## src/hdl/crpe_pkg.sv

```systemverilog
// shared types and constants for the catmull-rom point evaluator
`timescale 1ns / 1ps
package crpe_pkg;
    localparam int MAX_POINTS_DEF = 64;
    localparam int COORD_W = 32;
    localparam int PT_W = 3 * COORD_W;
    localparam int ACC_W = 68;

    typedef enum logic [3:0] {
        ST_IDLE, ST_SEG, ST_U2, ST_U3, ST_BASIS, ST_FETCH, ST_LAST, ST_MAC, ST_WAIT, ST_DONE
    } t_state;

    typedef enum logic {
        FUNC_LOAD = 1'b0,
        FUNC_EVAL = 1'b1
    } t_func;

    typedef struct packed {
        logic       vld;
        logic       first;
        logic       last;
        logic [1:0] coord;
    } t_mac_tag;
endpackage

```

## src/hdl/crpe_mac.sv

```systemverilog
// multiply-accumulate with rounding and saturation of the finished sum
`timescale 1ns / 1ps
module crpe_mac (
    input  logic                        i_clk,
    input  logic                        i_rst_n,
    input  crpe_pkg::t_mac_tag          i_tag,
    input  logic signed [31:0]          i_a,
    input  logic signed [32:0]          i_b,
    output logic                        o_done,
    output logic [1:0]                  o_coord,
    output logic signed [crpe_pkg::COORD_W-1:0] o_res
);
    import crpe_pkg::*;

    logic signed [64:0]      r_prod;
    t_mac_tag                r_tag;
    logic signed [ACC_W-1:0] r_acc;
    logic signed [ACC_W-1:0] n_acc;
    logic                    r_done;
    logic [1:0]              r_coord;
    logic signed [ACC_W-1:0] rnd;
    logic signed [ACC_W-31:0] q;

    always_comb begin
        n_acc = (r_tag.first ? '0 : r_acc) + ACC_W'(r_prod);
        rnd = r_acc + (ACC_W'(1) <<< 29);
        q = rnd[ACC_W-1:30];
        if (q > (ACC_W-30)'(32'sh7fffffff)) begin
            o_res = 32'sh7fffffff;
        end else if (q < -(ACC_W-30)'(33'sh080000000)) begin
            o_res = 32'sh80000000;
        end else begin
            o_res = q[31:0];
        end
    end

    always_ff @(posedge i_clk) begin
        r_prod <= i_a * i_b;
        if (r_tag.vld) begin
            r_acc <= n_acc;
        end
        r_coord <= r_tag.coord;
        if (!i_rst_n) begin
            r_tag  <= '0;
            r_done <= 1'b0;
        end else begin
            r_tag  <= i_tag;
            r_done <= r_tag.vld && r_tag.last;
        end
    end

    assign o_done  = r_done;
    assign o_coord = r_coord;
endmodule

```

## config.mk

```make
export PLATFORM = sky130hd
export DESIGN_NAME = crpe_mac
export DESIGN_NICKNAME = d
export VERILOG_FILES = /design/src/hdl/crpe_pkg.sv /design/src/hdl/crpe_mac.sv
export SDC_FILE = /design/constraint.sdc
export NUM_CORES = 2
export LEC_CHECK = 0
export ABC_AREA = 1
export BUFFER_PORTS_ARGS = -buffer_cell sky130_fd_sc_hd__buf_2
export CORE_MARGIN = 2
export CORE_UTILIZATION = 55
export DETAILED_ROUTE_END_ITERATION = 10
export PLACE_DENSITY = 0.83
export SETUP_SLACK_MARGIN = 0.3
export SLEW_MARGIN = 20
export SYNTH_ARGS = -nofsm -noshare
export SYNTH_HDL_FRONTEND = slang
export SYNTH_SLANG_ARGS = --single-unit
```

## constraint.sdc

```tcl
create_clock -name i_clk -period 10.1 [get_ports i_clk]
set_input_delay 2.02 -clock i_clk [delete_from_list [all_inputs] [get_ports i_clk]]
set_output_delay 2.02 -clock i_clk [all_outputs]
set_load 0.01 [all_outputs]
```

[Word level (Yosys, flattened, before mapping)]
Cells that the tools add are included.
Cells by class
  add/sub/neg operators: 2
  $lt $le $gt $ge: 2
  multiplexer cells: 3
  reductions and logical operators: 1
  $mul: 1
Operator list (number)
  adder 68 x 31 -> 68 bit (second input constant): 1
  adder 68 bit: 1
  2-to-1 mux 68 bit: 1
  multiplier 32 x 33 -> 65 bit: 1
  2-to-1 mux 32 bit: 2
  > comparator 38 x 32 -> 1 bit (second input constant): 1
  < comparator 38 x 32 -> 1 bit (second input constant): 1
  logical AND 1 bit: 1
Word-level totals
  output and inout bits: 35
  input port bits: 72
  register bits after elaboration: 141
  word-level logic and storage cells: 17

[Depth between registers and ports, before layout]
  word-level depth: 4
  depth in mapped cells: 31
  gate-level depth less buffers: 29

[Worst setup path after synthesis]
No wires, ideal clock.
  kind: input to register
  start point: in i_a[7]
  end point: reg r_prod[54]
  stages on the path: 28
  arrival time: 8.715 ns
  setup slack: 1.272 ns
  setup time: 0.113 ns
  cell sequence: clkbuf_1 clkbuf_1 nand2_1 inv_1 fa_1 inv_1 fa_1 inv_1 fa_1 fa_1 inv_1 fa_1 inv_1 fa_1 inv_1 fa_1 inv_1 fa_1 ha_1 nand2_1 nor2_1 inv_1 nor2_1 inv_1 nor4_1 nand2_1 nand4_1 nand2_1
Between the ends
  word-level cells in the longest chain between the ends: 1
RTL lines
  start, declared: RTL line crpe_mac.sv:7  | input logic signed [31:0] i_a,
  multiplier 32 x 33 -> 65 bit: RTL line crpe_mac.sv:38  | r_prod <= i_a * i_b;
  end signal, assigned: RTL line crpe_mac.sv:38
  end, declared: RTL line crpe_mac.sv:15  | logic signed [64:0] r_prod;
Every way passes these cells.
A chain may end at the register's enable or synchronous reset.

[Worst setup path in the final report]
  start point: in i_a[17]
  end point: reg r_prod[63]
Same word-level chain as after synthesis.

==> results.yml <==
clocking:
  cts-buffers-inserted: 17
  cts.sink_count: 141
  cts_tree: "built"
  cts_hold_buffers: 0
  postCtsResizedCells: 0
  insertion_delay_of_the_later_clocked_pin_in_the_worst_skew_pair_ns: 0.46
  clock-root-buffer: "clkbuf_16"
  cts-htree-levels: 4
  cts.reportedPaths.clkPinSlew_ns: 0.07
  cts_buffer_depth: 2
  cts_post_setup_buffers_inserted: 0
timing:
  slew-limit-headroom: 0.286
  final.min_clock_period_ns: 9.33
  drv_slew: 0
  final_min_period_over_clock_period: 0.923
  rsz0062_at_grt: "false"
  tightest_slew_ns: 1.06
  finalSetupViolations: 0
  timing.final.hold_violations: 0
  fin_hold_ws_ns: 0.332
  fmaxAchievable_ghz: 0.107
  finalClockSkew_ns: 0.0132
  post-route-worst-setup-slack_ns: 0.775
  final_setup_tns_ns: 0
die:
  placeable_area_um2: 89700
  dieHeight_um: 305
  io_pins: 107
  die_x_um: 305
  initial_core_utilization: 0.554
  placementRows: 110
  die_area_um2: 92800
synthesis:
  synth.most_common_cell: "inv_1"
  yosys.area.top_type_share: 0.448
  synth_flop_cell: "dfxtp_1"
  synth_top_area_cell: "fa_1"
  syn_inst: 6565
  netlist_area_um2: 49700
  number_of_unique_standard_cell_types_used_by_synthesis: 42
  synthArstFlopShare: 0
  synth_area_leaders: "fa_1 45%, inv_1 14%, nand2_1 13%"
  synth-edff-count: 68
  synth.yosys.warnings: 0
  post_synth_top_cells: "1902 x inv_1, 1716 x nand2_1, 1113 x fa_1"
  synth-seq-cells: 141
  avgSynthCellArea_um2: 7.57
  synth_nets: 8004
  ys_seq_area_frac: 0.0705
final_layout:
  layout.nets: 7950
  final_util: 0.577
  fraction_of_layout_cells_with_a_size_suffix_above_1: 0.0363
  flow.area_growth_from_synthesis_pct: 4.20
  regArea_um2: 3510
  multiInputGateArea_um2: 38100
  fill_cells: 7988
  n_antenna_cell: 0
routing:
  postRouteWirelength_um: 145000
  drt_first_iter_violations: 3445
  detail_route.drc_violations: 0
  drtPass1Iterations: 7
  routed_antenna_nets: 0
  route.detailed.wl_per_inst_um: 18.8
  num_vias: 41300
  vias_per_cell: 5.36
setup_path:
  critical_path.most_common_cell: "fa_1"
  worst-r2r-cell-count: 15
  critical-path-slowest-cell: "fa_1"
  timing.critical_path.required_ns: 10.44
  timing.critical_path.from_type: "input pin"
  crit_path_cell_trace: "buf_2, nand2_1, fa_1, inv_1, fa_1, inv_1, fa_1, fa_1, fa_1, inv_1, fa_1, inv_1, fa_1, inv_1, fa_1, ha_1, nand2_1, nor2_1, inv_1, nor2_1, nand4_1, nand3_1, nand2_1"
  arrival_ns: 9.67
  critical_path.max_stage_delay_ns: 0.82
  setup.worst_path.class: "input pin to register"
  timing.reg2reg.setup_slack_ns: 6.13
  setup.worst_path.end_class: "register"
  r2r-end: "r_acc[38]"
  critical_path_peak_fanout: 26
  r2r_start: "r_tag[3]"
global_route:
  first_global_vias: 45400
  grt_max_degree: 70
  gr-usage-all-layers: 0.327
  grt_pass1_wl_um: 239000
  initial_antenna_violation_count: 3
  global_route.overflow_total: 0
placed_design:
  portBuffers: 106
  place.detailed.hpwl_um: 126000
  globalplace.congestion: 1.00
  place_worst_setup_slack_ns: 0.364
worst_hold_path:
  hold_end: "o_coord[0]"
  timing.hold.worst.class: "register to register"
  hold_path.startpoint: "r_tag[0]"
  hold_depth: 0
status:
  outcome: "finished clean"
flow_run:
  max_cap_violations: 0
## layout make-up
cell class                 count  share of cell area
clock buffer                  18             0.00829
inverter                    1906               0.138
sequential                   141              0.0677
timing repair buffer         166              0.0189
multi-input combinational   4279               0.736
tap                         1176              0.0284
clock inverter                14             0.00246
## registers in the layout, indices dropped and copies added (netlist names)
signal,flops
o_done,1
o_coord,2
r_tag,5
r_acc,68
r_prod,65
## worst max-delay path: cells and delay by family
| kind | cells | cell delay (ns) |
|---|---|---|
| and+or+nand+nor | 7 | 1.55 |
| buffers and inverters | 7 | 1.15 |
| adders and majority gates | 9 | 4.88 |
## cell usage in the layout (no fill, tap or decap), types with 3 or more instances in the layout
cell,count
a21boi_0,6
a21o_1,10
a21oi_1,175
a31oi_1,10
buf_2,106
buf_4,60
clkbuf_16,17
clkinvlp_4,3
dfxtp_1,71
edfxtp_1,68
fa_1,1113
ha_1,254
inv_1,1902
inv_2,4
inv_6,3
inv_8,5
nand2_1,1716
nand2_2,14
nand3_1,127
nand3b_1,14
nand4_1,29
nor2_1,461
nor2_2,5
nor2_4,3
nor3_1,21
nor4_1,15
o21a_1,9
o21ai_0,119
o21ai_1,4
o21bai_1,26
or2_2,8
xnor2_1,17
xor2_1,110
## through the flow
step / area, µm² / cells
3_5_place_dp: 51200 / 7668
2_1_floorplan: 49700 / 6565
5_1_grt: 51800 / 7700
4_1_cts: 51800 / 7700
6_report: 51800 / 7700
3_3_place_gp: 51200 / 7668
## worst max-delay path by stage
stage,from,to,slack (ns),cells past startpoint
final,i_a[17],r_prod[63],0.77,23
after global routing,i_a[6],r_prod[63],0.42,27
after CTS,i_a[17],r_prod[59],0.88,25
after detailed placement,i_a[17],r_prod[59],0.36,25
after global placement,i_a[17],r_prod[63],0.47,23
after floorplan,i_a[7],r_prod[54],1.27,28
## logic make-up (layout without fill, tap and decap cells)
logic type | Yosys count | in the layout | share of synthesized area
adder cells (fa/ha/maj) | 1367 | 1367 | 0.512
AO/OA/AOI/OAI | 365 | 365 | 0.0401
buffers and inverters | 2145 | 2104 | 0.163
flip-flops | 141 | 141 | 0.0705
AND/OR/NAND/NOR | 2420 | 2420 | 0.192
XOR/XNOR | 127 | 127 | 0.0224
## layer usage
layer / wire, µm / track usage / part of all wire
met5: 34 / 0 / 0.00023
met4: 6800 / 0.138 / 0.047
met3: 12600 / 0.0540 / 0.087
met2: 67800 / 0.539 / 0.47
met1: 57800 / 0.430 / 0.40
Power is left out: the tool's default activity adds up to more than one toggle a clock period on the data nets, which glitch-free logic cannot reach.
